File: src/rtl/core/scfr_pkg.sv
// Package for the serial command idle framer.
// Holds shared constants, character codes, command words and job kinds.
// No dependencies.
`default_nettype none

package scfr_pkg;

    localparam int C_STORE_BYTES = 4;
    localparam int C_QUEUE_DEPTH = 2;

    localparam logic [15:0] C_IDLE_TIMEOUT_RST = 16'd1000;
    localparam logic [7:0]  C_STORE_OFFSET_RST = 8'h30;

    localparam logic [7:0] C_CHAR_CR = 8'h0D;
    localparam logic [7:0] C_CHAR_LF = 8'h0A;

    localparam logic [31:0] C_WORD_READ = "READ";
    localparam logic [23:0] C_WORD_SET  = "SET";

    localparam logic [4:0] C_LEN_MAX  = 5'd31;
    localparam logic [4:0] C_LEN_READ = 5'd4;
    localparam logic [4:0] C_LEN_SET  = 5'd3;

    localparam logic [15:0] C_IDLE_MAX = 16'hFFFF;

    localparam logic C_CMD_BYTE = 1'b0;
    localparam logic C_CMD_TICK = 1'b1;

    localparam logic C_CFG_IDLE_TIMEOUT = 1'b0;
    localparam logic C_CFG_STORE_OFFSET = 1'b1;

    localparam logic C_KIND_ECHO    = 1'b0;
    localparam logic C_KIND_READOUT = 1'b1;

endpackage

`default_nettype wire

File: src/rtl/core/serial_command_idle_framer.sv
// Top level of the serial command idle framer.
// Instantiates scfr_front, scfr_queue and scfr_back; depends on scfr_pkg.
//
// Channel   Direction  Payload
// s_axis    in         tdata[7:0] = rx_byte; tuser[0] = command (0 byte, 1 tick)
// m_axis    out        tdata[7:0] = tx_byte; tuser[0] = source_kind; tlast = last
// cfg       in         i_cfg_we, i_cfg_idx (0 idle_timeout, 1 store_offset), i_cfg_data
//
// An input item can be taken every cycle while the job queue is not full.
// An echo gives one result item a cycle while m_axis_tready holds; a READ readout
// sends P_STORE_BYTES bytes, one byte a cycle from the output register while
// m_axis_tready holds, and no new job is taken until its last byte is loaded.
// A two-entry job queue lets the input side run while the output side stalls.
// Reset is synchronous and active low; no clearing pass is needed.
`default_nettype none

module serial_command_idle_framer
    import scfr_pkg::*;
#(
    parameter int P_STORE_BYTES = C_STORE_BYTES
) (
    input  wire logic        i_clk,
    input  wire logic        i_rst_n,
    input  wire logic        i_cfg_we,
    input  wire logic        i_cfg_idx,
    input  wire logic [15:0] i_cfg_data,
    input  wire logic        s_axis_tvalid,
    output logic             s_axis_tready,
    input  wire logic [7:0]  s_axis_tdata,  // [7:0] rx_byte
    input  wire logic        s_axis_tuser,  // [0] command
    output logic             m_axis_tvalid,
    input  wire logic        m_axis_tready,
    output logic [7:0]       m_axis_tdata,  // [7:0] tx_byte
    output logic             m_axis_tuser,  // [0] source_kind
    output logic             m_axis_tlast
);

    localparam int DW = 8 * P_STORE_BYTES;

    logic          push;
    logic          pop;
    logic          full;
    logic          empty;
    logic          job_kind;
    logic [DW-1:0] job_data;
    logic [DW:0]   q_out;

    scfr_front #(
        .P_STORE_BYTES(P_STORE_BYTES)
    ) u_front (
        .i_clk      (i_clk),
        .i_rst_n    (i_rst_n),
        .i_cfg_we   (i_cfg_we),
        .i_cfg_idx  (i_cfg_idx),
        .i_cfg_data (i_cfg_data),
        .i_valid    (s_axis_tvalid),
        .o_ready    (s_axis_tready),
        .i_command  (s_axis_tuser),
        .i_rx_byte  (s_axis_tdata),
        .i_full     (full),
        .o_push     (push),
        .o_job_kind (job_kind),
        .o_job_data (job_data)
    );

    scfr_queue #(
        .P_WIDTH(DW + 1)
    ) u_queue (
        .i_clk   (i_clk),
        .i_rst_n (i_rst_n),
        .i_push  (push),
        .i_data  ({job_kind, job_data}),
        .o_full  (full),
        .i_pop   (pop),
        .o_empty (empty),
        .o_data  (q_out)
    );

    scfr_back #(
        .P_STORE_BYTES(P_STORE_BYTES)
    ) u_back (
        .i_clk      (i_clk),
        .i_rst_n    (i_rst_n),
        .i_empty    (empty),
        .o_pop      (pop),
        .i_job_kind (q_out[DW]),
        .i_job_data (q_out[DW-1:0]),
        .o_tvalid   (m_axis_tvalid),
        .i_tready   (m_axis_tready),
        .o_tdata    (m_axis_tdata),
        .o_tuser    (m_axis_tuser),
        .o_tlast    (m_axis_tlast)
    );

endmodule

`default_nettype wire

File: src/rtl/core/scfr_queue.sv
// Short job queue between the front and back parts of the framer.
// Register based, two entries. Depends on scfr_pkg.
`default_nettype none

module scfr_queue
    import scfr_pkg::*;
#(
    parameter int P_WIDTH = 33
) (
    input  wire logic               i_clk,
    input  wire logic               i_rst_n,
    input  wire logic               i_push,
    input  wire logic [P_WIDTH-1:0] i_data,
    output logic                    o_full,
    input  wire logic               i_pop,
    output logic                    o_empty,
    output logic      [P_WIDTH-1:0] o_data
);

    localparam int PW = $clog2(C_QUEUE_DEPTH);
    localparam int CW = $clog2(C_QUEUE_DEPTH + 1);

    logic [P_WIDTH-1:0] r_mem [C_QUEUE_DEPTH];
    logic [PW-1:0]      r_wr_ptr;
    logic [PW-1:0]      r_rd_ptr;
    logic [CW-1:0]      r_count;

    assign o_full  = (r_count == CW'(C_QUEUE_DEPTH));
    assign o_empty = (r_count == '0);
    assign o_data  = r_mem[r_rd_ptr];

    always_ff @(posedge i_clk) begin
        if (i_push) begin
            r_mem[r_wr_ptr] <= i_data;
        end
    end

    always_ff @(posedge i_clk) begin
        if (!i_rst_n) begin
            r_wr_ptr <= '0;
            r_rd_ptr <= '0;
            r_count  <= '0;
        end else begin
            if (i_push) begin
                r_wr_ptr <= (r_wr_ptr == PW'(C_QUEUE_DEPTH - 1)) ? '0 : r_wr_ptr + 1'b1;
            end
            if (i_pop) begin
                r_rd_ptr <= (r_rd_ptr == PW'(C_QUEUE_DEPTH - 1)) ? '0 : r_rd_ptr + 1'b1;
            end
            case ({i_push, i_pop})
                2'b10:   r_count <= r_count + 1'b1;
                2'b01:   r_count <= r_count - 1'b1;
                default: r_count <= r_count;
            endcase
        end
    end

endmodule

`default_nettype wire

File: src/rtl/core/scfr_front.sv
// Front part of the framer: accepts items, keeps the command buffer, idle
// counter, collect state and stored bytes, and queues echo or readout jobs.
// Depends on scfr_pkg.
`default_nettype none

module scfr_front
    import scfr_pkg::*;
#(
    parameter int P_STORE_BYTES = C_STORE_BYTES
) (
    input  wire logic                       i_clk,
    input  wire logic                       i_rst_n,
    input  wire logic                       i_cfg_we,
    input  wire logic                       i_cfg_idx,
    input  wire logic [15:0]                i_cfg_data,
    input  wire logic                       i_valid,
    output logic                            o_ready,
    input  wire logic                       i_command,
    input  wire logic [7:0]                 i_rx_byte,
    input  wire logic                       i_full,
    output logic                            o_push,
    output logic                            o_job_kind,
    output logic [8*P_STORE_BYTES-1:0]      o_job_data
);

    localparam int DW = 8 * P_STORE_BYTES;
    localparam int CW = (P_STORE_BYTES > 1) ? $clog2(P_STORE_BYTES) : 1;

    logic [15:0] r_idle_timeout;
    logic [7:0]  r_store_offset;

    logic [7:0]  r_chars [4];
    logic [4:0]  r_len, n_len;
    logic [15:0] r_idle, n_idle;
    logic        r_collecting, n_collecting;
    logic [CW-1:0] r_collect_idx, n_collect_idx;
    logic [P_STORE_BYTES-1:0][7:0] r_stored, n_stored;

    logic        accept;
    logic        chars_we;
    logic [15:0] idle_inc;
    logic        match_read;
    logic        match_set;

    assign o_ready = !i_full;
    assign accept  = i_valid && !i_full;

    assign idle_inc   = (r_idle == C_IDLE_MAX) ? r_idle : r_idle + 16'd1;
    assign match_read = (r_len == C_LEN_READ) &&
                        ({r_chars[0], r_chars[1], r_chars[2], r_chars[3]} == C_WORD_READ);
    assign match_set  = (r_len == C_LEN_SET) &&
                        ({r_chars[0], r_chars[1], r_chars[2]} == C_WORD_SET);

    always_comb begin
        n_len         = r_len;
        n_idle        = r_idle;
        n_collecting  = r_collecting;
        n_collect_idx = r_collect_idx;
        n_stored      = r_stored;
        chars_we      = 1'b0;
        o_push        = 1'b0;
        o_job_kind    = C_KIND_ECHO;
        o_job_data    = DW'(i_rx_byte);
        if (accept) begin
            if (i_command == C_CMD_BYTE) begin
                n_idle = '0;
                if (r_collecting) begin
                    n_stored[r_collect_idx] = i_rx_byte + r_store_offset;
                    if (r_collect_idx == CW'(P_STORE_BYTES - 1)) begin
                        n_collect_idx = '0;
                        n_collecting  = 1'b0;
                    end else begin
                        n_collect_idx = r_collect_idx + 1'b1;
                    end
                    o_push = 1'b1;
                end else if (i_rx_byte != C_CHAR_CR && i_rx_byte != C_CHAR_LF) begin
                    chars_we = (r_len[4:2] == 3'd0);
                    if (r_len != C_LEN_MAX) begin
                        n_len = r_len + 5'd1;
                    end
                    o_push = 1'b1;
                end
            end else begin
                n_idle = idle_inc;
                if (idle_inc >= r_idle_timeout && r_len != '0) begin
                    if (match_read) begin
                        o_push     = 1'b1;
                        o_job_kind = C_KIND_READOUT;
                        o_job_data = r_stored;
                    end else if (match_set) begin
                        n_collecting  = 1'b1;
                        n_collect_idx = '0;
                    end
                    n_len  = '0;
                    n_idle = '0;
                end
            end
        end
    end

    always_ff @(posedge i_clk) begin
        if (chars_we) begin
            r_chars[r_len[1:0]] <= i_rx_byte;
        end
    end

    always_ff @(posedge i_clk) begin
        if (!i_rst_n) begin
            r_idle_timeout <= C_IDLE_TIMEOUT_RST;
            r_store_offset <= C_STORE_OFFSET_RST;
            r_len          <= '0;
            r_idle         <= '0;
            r_collecting   <= 1'b0;
            r_collect_idx  <= '0;
            r_stored       <= '0;
        end else begin
            if (i_cfg_we) begin
                case (i_cfg_idx)
                    C_CFG_IDLE_TIMEOUT: r_idle_timeout <= i_cfg_data;
                    C_CFG_STORE_OFFSET: r_store_offset <= i_cfg_data[7:0];
                    default:            r_idle_timeout <= r_idle_timeout;
                endcase
            end
            r_len         <= n_len;
            r_idle        <= n_idle;
            r_collecting  <= n_collecting;
            r_collect_idx <= n_collect_idx;
            r_stored      <= n_stored;
        end
    end

endmodule

`default_nettype wire

File: src/rtl/core/scfr_back.sv
// Back part of the framer: takes jobs from the queue and sends result items
// through a registered output stage. Depends on scfr_pkg.
`default_nettype none

module scfr_back
    import scfr_pkg::*;
#(
    parameter int P_STORE_BYTES = C_STORE_BYTES
) (
    input  wire logic                       i_clk,
    input  wire logic                       i_rst_n,
    input  wire logic                       i_empty,
    output logic                            o_pop,
    input  wire logic                       i_job_kind,
    input  wire logic [8*P_STORE_BYTES-1:0] i_job_data,
    output logic                            o_tvalid,
    input  wire logic                       i_tready,
    output logic [7:0]                      o_tdata,
    output logic                            o_tuser,
    output logic                            o_tlast
);

    localparam int DW = 8 * P_STORE_BYTES;
    localparam int CW = (P_STORE_BYTES > 1) ? $clog2(P_STORE_BYTES) : 1;

    logic          r_busy;
    logic [CW-1:0] r_cnt;
    logic [DW-1:0] r_data;
    logic          r_tvalid;
    logic [7:0]    r_tdata;
    logic          r_tuser;
    logic          r_tlast;
    logic          out_free;
    logic          busy_last;

    assign out_free  = !r_tvalid || i_tready;
    assign o_pop     = out_free && !r_busy && !i_empty;
    assign busy_last = (r_cnt == CW'(P_STORE_BYTES - 1));

    assign o_tvalid = r_tvalid;
    assign o_tdata  = r_tdata;
    assign o_tuser  = r_tuser;
    assign o_tlast  = r_tlast;

    always_ff @(posedge i_clk) begin
        if (!i_rst_n) begin
            r_busy   <= 1'b0;
            r_cnt    <= '0;
            r_tvalid <= 1'b0;
        end else if (out_free) begin
            if (r_busy) begin
                r_tvalid <= 1'b1;
                r_tdata  <= r_data[7:0];
                r_tuser  <= C_KIND_READOUT;
                r_tlast  <= busy_last;
                r_data   <= r_data >> 8;
                r_cnt    <= r_cnt + 1'b1;
                if (busy_last) begin
                    r_busy <= 1'b0;
                end
            end else if (!i_empty) begin
                r_tvalid <= 1'b1;
                r_tdata  <= i_job_data[7:0];
                r_tuser  <= i_job_kind;
                if (i_job_kind == C_KIND_READOUT && P_STORE_BYTES > 1) begin
                    r_tlast <= 1'b0;
                    r_busy  <= 1'b1;
                    r_cnt   <= CW'(1);
                    r_data  <= i_job_data >> 8;
                end else begin
                    r_tlast <= 1'b1;
                end
            end else begin
                r_tvalid <= 1'b0;
            end
        end
    end

endmodule

`default_nettype wire
File: config.mk
export PLATFORM = sky130hd
export DESIGN_NAME = serial_command_idle_framer
export DESIGN_NICKNAME = d
export VERILOG_FILES = /design/src/rtl/core/scfr_pkg.sv /design/src/rtl/core/serial_command_idle_framer.sv /design/src/rtl/core/scfr_queue.sv /design/src/rtl/core/scfr_front.sv /design/src/rtl/core/scfr_back.sv
export SDC_FILE = /design/constraint.sdc
export NUM_CORES = 1
export LEC_CHECK = 0
export BUFFER_PORTS_ARGS = -buffer_cell sky130_fd_sc_hd__buf_2
export CAP_MARGIN = 20
export CORE_ASPECT_RATIO = 1.25
export CORE_UTILIZATION = 60
export CTS_CLUSTER_DIAMETER = 200
export DETAILED_ROUTE_END_ITERATION = 10
export GPL_ROUTABILITY_DRIVEN = 0
export PLACE_DENSITY = 0.9
export SKIP_LAST_GASP = 1
export SYNTH_ARGS = -nofsm -noshare
export SYNTH_HDL_FRONTEND = slang
export SYNTH_SLANG_ARGS = --single-unit
export TNS_END_PERCENT = 5
File: constraint.sdc
create_clock -name i_clk -period 12.85 [get_ports i_clk]
set_input_delay 0 -clock i_clk [delete_from_list [all_inputs] [get_ports i_clk]]
set_output_delay 0 -clock i_clk [all_outputs]
set_load 0.03 [all_outputs]
Yosys cells after proc, flatten, opt, wreduce, memory -nomap -nowiden --
Memory sizes are Yosys's and may differ from the RTL's. A register that Yosys moved wholly into a read port is not among the register bits. Cells that the tools add are included.
Cells by class: reduce and logical (&&, ||, !) cells 30, bitwise gates (word level) 2, add/subtract/negate cells 9, equality and inequality tests 18, order comparisons 3, multiplexer cells 66
Operator list (count):
- 2-to-1 mux 32 bit | 6
- 2-to-1 mux 16 bit | 3
- 2-to-1 mux 1 bit | 36
- bitwise mux 32 bit | 1
- == test 32 x 31 -> 1 bit (second input constant) | 1
- 2-to-1 mux 5 bit | 5
- == test 24 x 23 -> 1 bit (second input constant) | 1
- 2-to-1 mux 24 bit | 1
- 2-to-1 mux 8 bit | 3
- 2-to-1 mux 2 bit | 9
- adder 16 x 1 -> 16 bit (second input constant) | 1
- demux 8 bit (select 2 bit) | 1
- == test 16 bit (second input constant) | 1
- greater-or-equal comparator 16 bit | 1
- != test 8 x 4 -> 1 bit (second input constant) | 2
- AND reduction 5 bit | 2
- nonzero test 2 bit | 5
- AND reduction 3 bit | 3
- adder 8 bit | 1
- == test 2 bit (second input constant) | 4
- logical AND 1 bit | 8
- AND reduction 4 bit | 2
- adder 2 x 1 -> 2 bit (second input constant) | 3
- != test 2 bit (second input constant) | 3
- other kinds (18) | 25
Word-level totals: flip-flop bits (word level) 130, input port bits 31, bits in writable memories 98, word-level logic and storage cells 151, memories kept 2, output and inout bits 12
Memory list:
- u_queue.r_mem | words 2, bits a word 33, read ports 1, clocked after Yosys merged registers in 1, wr ports 1, line scfr_queue.sv:23 | logic [P_WIDTH-1:0] r_mem [C_QUEUE_DEPTH];
- u_front.r_chars | words 4, bits a word 8, read ports 4, clocked after Yosys merged registers in 0, wr ports 1, line scfr_front.sv:32 | logic [7:0] r_chars [4];

Logic depth before layout (Yosys ltp) --
depth in word-level cells 9, mapped depth 19, depth with buffers taken out 17

Modules after synthesis --
A second synthesis with hierarchy kept.
Second synthesis, totals: cell total of the unflattened synthesis 843, area, all modules 9974.6 um2
Modules (own cells, without submodules):
- scfr_front | cells each 622, instances 1, area each 5749.3 um2, seq. area each 2562.5 um2
- scfr_queue | cells each 125, instances 1, area each 2590.0 um2, seq. area each 2082.0 um2
- scfr_back | cells each 96, instances 1, area each 1635.3 um2, seq. area each 1101.1 um2

Worst setup path before layout --
No wires, ideal clock.
kind flip-flop to flip-flop, start point register u_front.r_idle[3], end point memory u_queue.r_mem[0][0] (enable), data arrival time 3.966 ns, path slack 8.492 ns, buffers on the path 3, period minus slack after synthesis 4.358 ns, stages on the path, launching flop included 16, data required time 12.458 ns, setup time 0.392 ns, path through dfxtp_1 > buf_2 > nand3_1 > nor3_1 > a31o_2 > buf_2 > nor2_1 > xor2_1 > ha_1 > nand2_1 > nor3_1 > a21oi_1 > o31a_1 > nor3b_4 > buf_4 > o21a_1
On the way: longest elaborated chain between the ends 9, elaborated cells on any way between the ends 10, classes of those cells add/sub (1); order compare (1); eq/ne (1); mux (6); reduce/logical (1)
RTL lines:
- from (decl) | line scfr_front.sv:34 | logic [15:0] r_idle, n_idle;
- from (signal assigned) | line scfr_front.sv:125 | r_idle <= n_idle;
- adder 16 x 1 -> 16 bit or == test 16 bit (tied branches) | line scfr_front.sv:48 | assign idle_inc = (r_idle == C_IDLE_MAX) ? r_idle : r_idle + 16'd1;
- 2-to-1 mux 16 bit * | line scfr_front.sv:48
- greater-or-equal comparator 16 bit * | line scfr_front.sv:85 | if (idle_inc >= r_idle_timeout && r_len != '0) begin
- logical AND 1 bit * | line scfr_front.sv:85
- 2-to-1 mux 1 bit * | line scfr_front.sv:85
- 2-to-1 mux 1 bit * | line scfr_front.sv:65 | if (i_command == C_CMD_BYTE) begin
- 2-to-1 mux 1 bit * | line scfr_front.sv:64 | if (accept) begin
- 2-to-1 mux 1 bit * | line scfr_queue.sv:33 | if (i_push) begin
- 2-to-1 mux 1 bit (implied by the code) * | line scfr_queue.sv:34 | r_mem[r_wr_ptr] <= i_data;
- to (decl) | line scfr_queue.sv:23
Mark *: on every way between the ends. The rest lies on a longest branch, timed or not.

Worst setup path in the final report --
start point register u_front.r_idle[3], end point register u_queue.r_count[1]
On the way: longest elaborated chain between the ends 9, elaborated cells on any way between the ends 12, classes of those cells add/sub (1); order compare (1); eq/ne (3); mux (5); reduce/logical (2)
RTL lines:
- adder 16 x 1 -> 16 bit or == test 16 bit (tied branches) | line scfr_front.sv:48
- 2-to-1 mux 16 bit * | line scfr_front.sv:48
- greater-or-equal comparator 16 bit * | line scfr_front.sv:85
- logical AND 1 bit * | line scfr_front.sv:85
- 2-to-1 mux 1 bit * | line scfr_front.sv:85
- 2-to-1 mux 1 bit * | line scfr_front.sv:65
- 2-to-1 mux 1 bit * | line scfr_front.sv:64
- == test 2 x 1 -> 1 bit or == test 2 bit (tied branches) | line scfr_queue.sv:50 | case ({i_push, i_pop})
- case mux 2 bit (2 select lines) or nonzero test 2 bit (tied branches)
- to (signal assigned) | line scfr_queue.sv:51 | 2'b10: r_count <= r_count + 1'b1;
- to (signal assigned) | line scfr_queue.sv:52 | 2'b01: r_count <= r_count - 1'b1;
- to (signal assigned) | line scfr_queue.sv:53 | default: r_count <= r_count;
- to (decl) | line scfr_queue.sv:26 | logic [CW-1:0] r_count;
Marks and branches as above. A chain may end at the register's enable or synchronous reset.

==> results.json <==
{
  "fin_worst_skew_ns": 0.0230,
  "fin_util": 0.696,
  "fillerInstances": 1072,
  "p_leak_nw": 4.09,
  "synth_seq_cells": 221,
  "place_ws_ns": 8.46,
  "synthCells": 888,
  "setup_slack_ns": 8.40,
  "initial_core_util": 0.613,
  "antenna_found_initial": 0,
  "total_power_mw": 1.75,
  "layout.cells.non_filler": 1181,
  "cts_tree": "built",
  "post_drt_wl_per_cell_um": 17.5,
  "root_buffer": "clkbuf_16",
  "postRouteAntennaNets": 0,
  "grt-ovfl-total": 0,
  "clockBufferDepth": 3,
  "crit_arrival_ns": 4.87,
  "hold_buffers": 31,
  "criticalPathCategory": "reg2reg",
  "vdd_drop_max_mv": 0.115,
  "vias_per_cell": 5.83,
  "grt_first_pass_wirelength_um": 33600,
  "syn_nets": 955,
  "syn_area_um2": 9930,
  "syn2layout_area_growth_pct": 13.5,
  "syn_area_per_cell_um2": 11.2,
  "grt_max_degree": 86,
  "status": "finished clean",
  "synthArstFlopShare": 0,
  "hold_path_depth": 4,
  "yosys.area.top_type": "edfxtp_1",
  "p_per_area_nw_per_um2": 155,
  "yosysUniqueCellTypes": 66,
  "die_area_um2": 17100,
  "die_h_um": 146,
  "seq_area_frac_synth": 0.579,
  "crit_family": "simple AND/OR/NAND/NOR gates",
  "period_needed_ns": 4.45,
  "antenna_cells": 0,
  "cp.required_ns": 13.27,
  "cts_resized": 0,
  "clkSinkCount": 221,
  "drtIter0Drc": 394,
  "rsz0062_at_grt": "false",
  "tightest_slew_ns": 1.06,
  "drt-total-wl_um": 20600,
  "final_net_count": 1017,
  "finalCritPeriodShare": 0.346,
  "grtUsageTotal": 0.253,
  "final_hold_viol_count": 0,
  "synthFlopType": "edfxtp_1",
  "synth_area_leaders": "edfxtp_1 (40%), dfxtp_1 (18%), nand2_1 (6.0%)",
  "cp-end-kind": "register",
  "dr.pass1.iters": 4,
  "rr_worst_depth": 16,
  "die-width_um": 117,
  "rrSetupSlack_ns": 8.40,
  "holdWs_ns": 0.0238,
  "clk_pin_slew_ns": 0.07,
  "path_depth": 16,
  "dp.final_hpwl_um": 13100,
  "ys_top_cells_by_count": "nand2_1 (158), edfxtp_1 (132), dfxtp_1 (89)",
  "layout-drive-gt1-share": 0.114,
  "remaining_drc_errors": 0,
  "core_area_um2": 16200,
  "tns_ns": 0,
  "slew_headroom": 0.293,
  "row_count": 52,
  "holdPathEnd": "u_front.r_store_offset[6]",
  "crit-reg2reg-launch": "u_front.r_idle[3]",
  "slew_viol_final": 0,
  "clock_latency_ns": 0.51,
  "synth_most_common_cell": "nand2_1",
  "synth_warnings": 0,
  "h-tree-depth": 1,
  "portBuffers": 42,
  "grt_pass1_vias": 6914,
  "fmax_ghz": 0.225,
  "vias": 6886,
  "synth_top_area_frac": 0.399,
  "cpPeakStageDelay_ns": 0.47,
  "postCtsSetupRepairBufs": 0,
  "dp.cells": 1111,
  "cts_buffers": 21,
  "place_area_um2": 10300,
  "r2r_end": "u_queue.r_count[1]",
  "cap_violations": 0,
  "synth-edff-count": 132,
  "worstPathMaxFanout": 36,
  "final_cell_area_um2": 11300,
  "slowest_stage": "nor3_1",
  "crit_chain": "nand3_1 -> nor3_1 -> a31o_2 -> nor2_1 -> xor2_1 -> ha_1 -> nand2_1 -> nor3_1 -> a21oi_1 -> o31a_1 -> nor3b_4 -> buf_4 -> nor2_1 -> ha_1 -> or3_1 -> a21boi_0",
  "hold_start": "i_cfg_we",
  "setup_viol": 0,
  "crit_path_start_kind": "register",
  "io_pins": 43,
  "cp_num_buf_inv": 1,
  "hold_path.class": "in2reg"
}
## power by group
part           switching, mW  leakage, nW  internal [mW]  total (mW)
sequential            0.0403         1.92          0.842       0.882
combinational          0.180         1.84          0.104       0.284
clock                  0.262        0.323          0.321       0.583
## routing by layer
metal,track usage,wire [um]
met5,0,0
met3,0.0308,912
met4,0.134,1050
met2,0.445,10600
met1,0.296,8070
## sequential cells by signal (all words and copies together) (netlist names), 2 cells and up, named ones only
name / flops
u_queue.r_mem: 66
u_back.r_data: 24
u_front.r_idle: 16
u_front.r_chars: 32
u_front.r_len: 5
u_queue.r_count: 2
u_front.r_collect_idx: 2
u_front.r_store_offset: 8
u_back.r_cnt: 2
u_front.r_stored: 32
u_front.r_idle_timeout: 16
u_back.o_tdata: 8
## placed cells by master, fill, tap and decap left out, types with 5 or more instances in the layout
master	synthesis	routed
nand2_1	158	158
edfxtp_1	132	132
dfxtp_1	89	87
nor2_1	45	45
a21boi_0	43	43
buf_2	3	42
o21ai_0	38	38
mux2i_1	36	36
and2_1	35	35
ha_1	35	35
dlygate4sd3_1	0	31
inv_1	27	27
clkbuf_16	0	21
xnor2_1	20	20
nor3_1	16	16
nand3_1	16	16
a21oi_1	15	15
and3_1	12	12
nand4_1	11	11
xor2_1	11	11
o211ai_1	9	9
nor2b_1	8	8
o21a_1	8	8
mux2_2	7	7
nor3b_1	6	6
clkinv_2	0	6
buf_4	1	6
nand2b_1	5	5
nor4_1	5	5
o211a_1	5	5
## how the worst max path moves through the flow
stage | startpoint | to
floorplan | u_front.r_idle[3] | u_queue.r_mem[0][0]
global placement | u_front.r_idle[3] | u_queue.r_count[1]
detailed placement | u_front.r_idle[3] | u_queue.r_count[1]
CTS | u_front.r_idle[3] | u_queue.r_count[1]
global route | u_front.r_idle[3] | u_queue.r_count[1]
finish | u_front.r_idle[3] | u_queue.r_count[1]
## final cells by class
| class | count | area (um2) | share of cell area |
|---|---|---|---|
| well taps | 216 | 270 | 0.0240 |
| flip-flops and latches | 221 | 5750 | 0.510 |
| multi-input cells | 599 | 3900 | 0.346 |
| repair buffers | 80 | 593 | 0.0526 |
| clock buffers | 25 | 571 | 0.0506 |
| clock inverters | 13 | 85.1 | 0.00755 |
| inverters | 27 | 101 | 0.00899 |
## worst register-to-register path, delay by kind of cell (launching register included)
kind                       cells  cell delay (ns)
and+or+nand+nor                8             1.80
AOI/OAI and AO/OA              4             1.02
adders and majority gates      2             0.65
DFF                            1             0.45
buffers and inverters          1             0.32
xor gates and xnor gates       1             0.15
## logic make-up (layout without fill, tap and decap cells)
| family | after synthesis | count (layout) | share of synthesized area |
|---|---|---|---|
| AO/OA/AOI/OAI | 144 | 144 | 0.100 |
| XOR/XNOR | 31 | 31 | 0.0274 |
| adder cells (fa/ha/maj) | 36 | 36 | 0.0461 |
| buffers and inverters | 68 | 145 | 0.0282 |
| flip-flops | 221 | 221 | 0.579 |
| multiplexers | 46 | 46 | 0.0476 |
| AND/OR/NAND/NOR | 342 | 342 | 0.172 |
No activity file was read; power rests on OpenSTA's default activity.
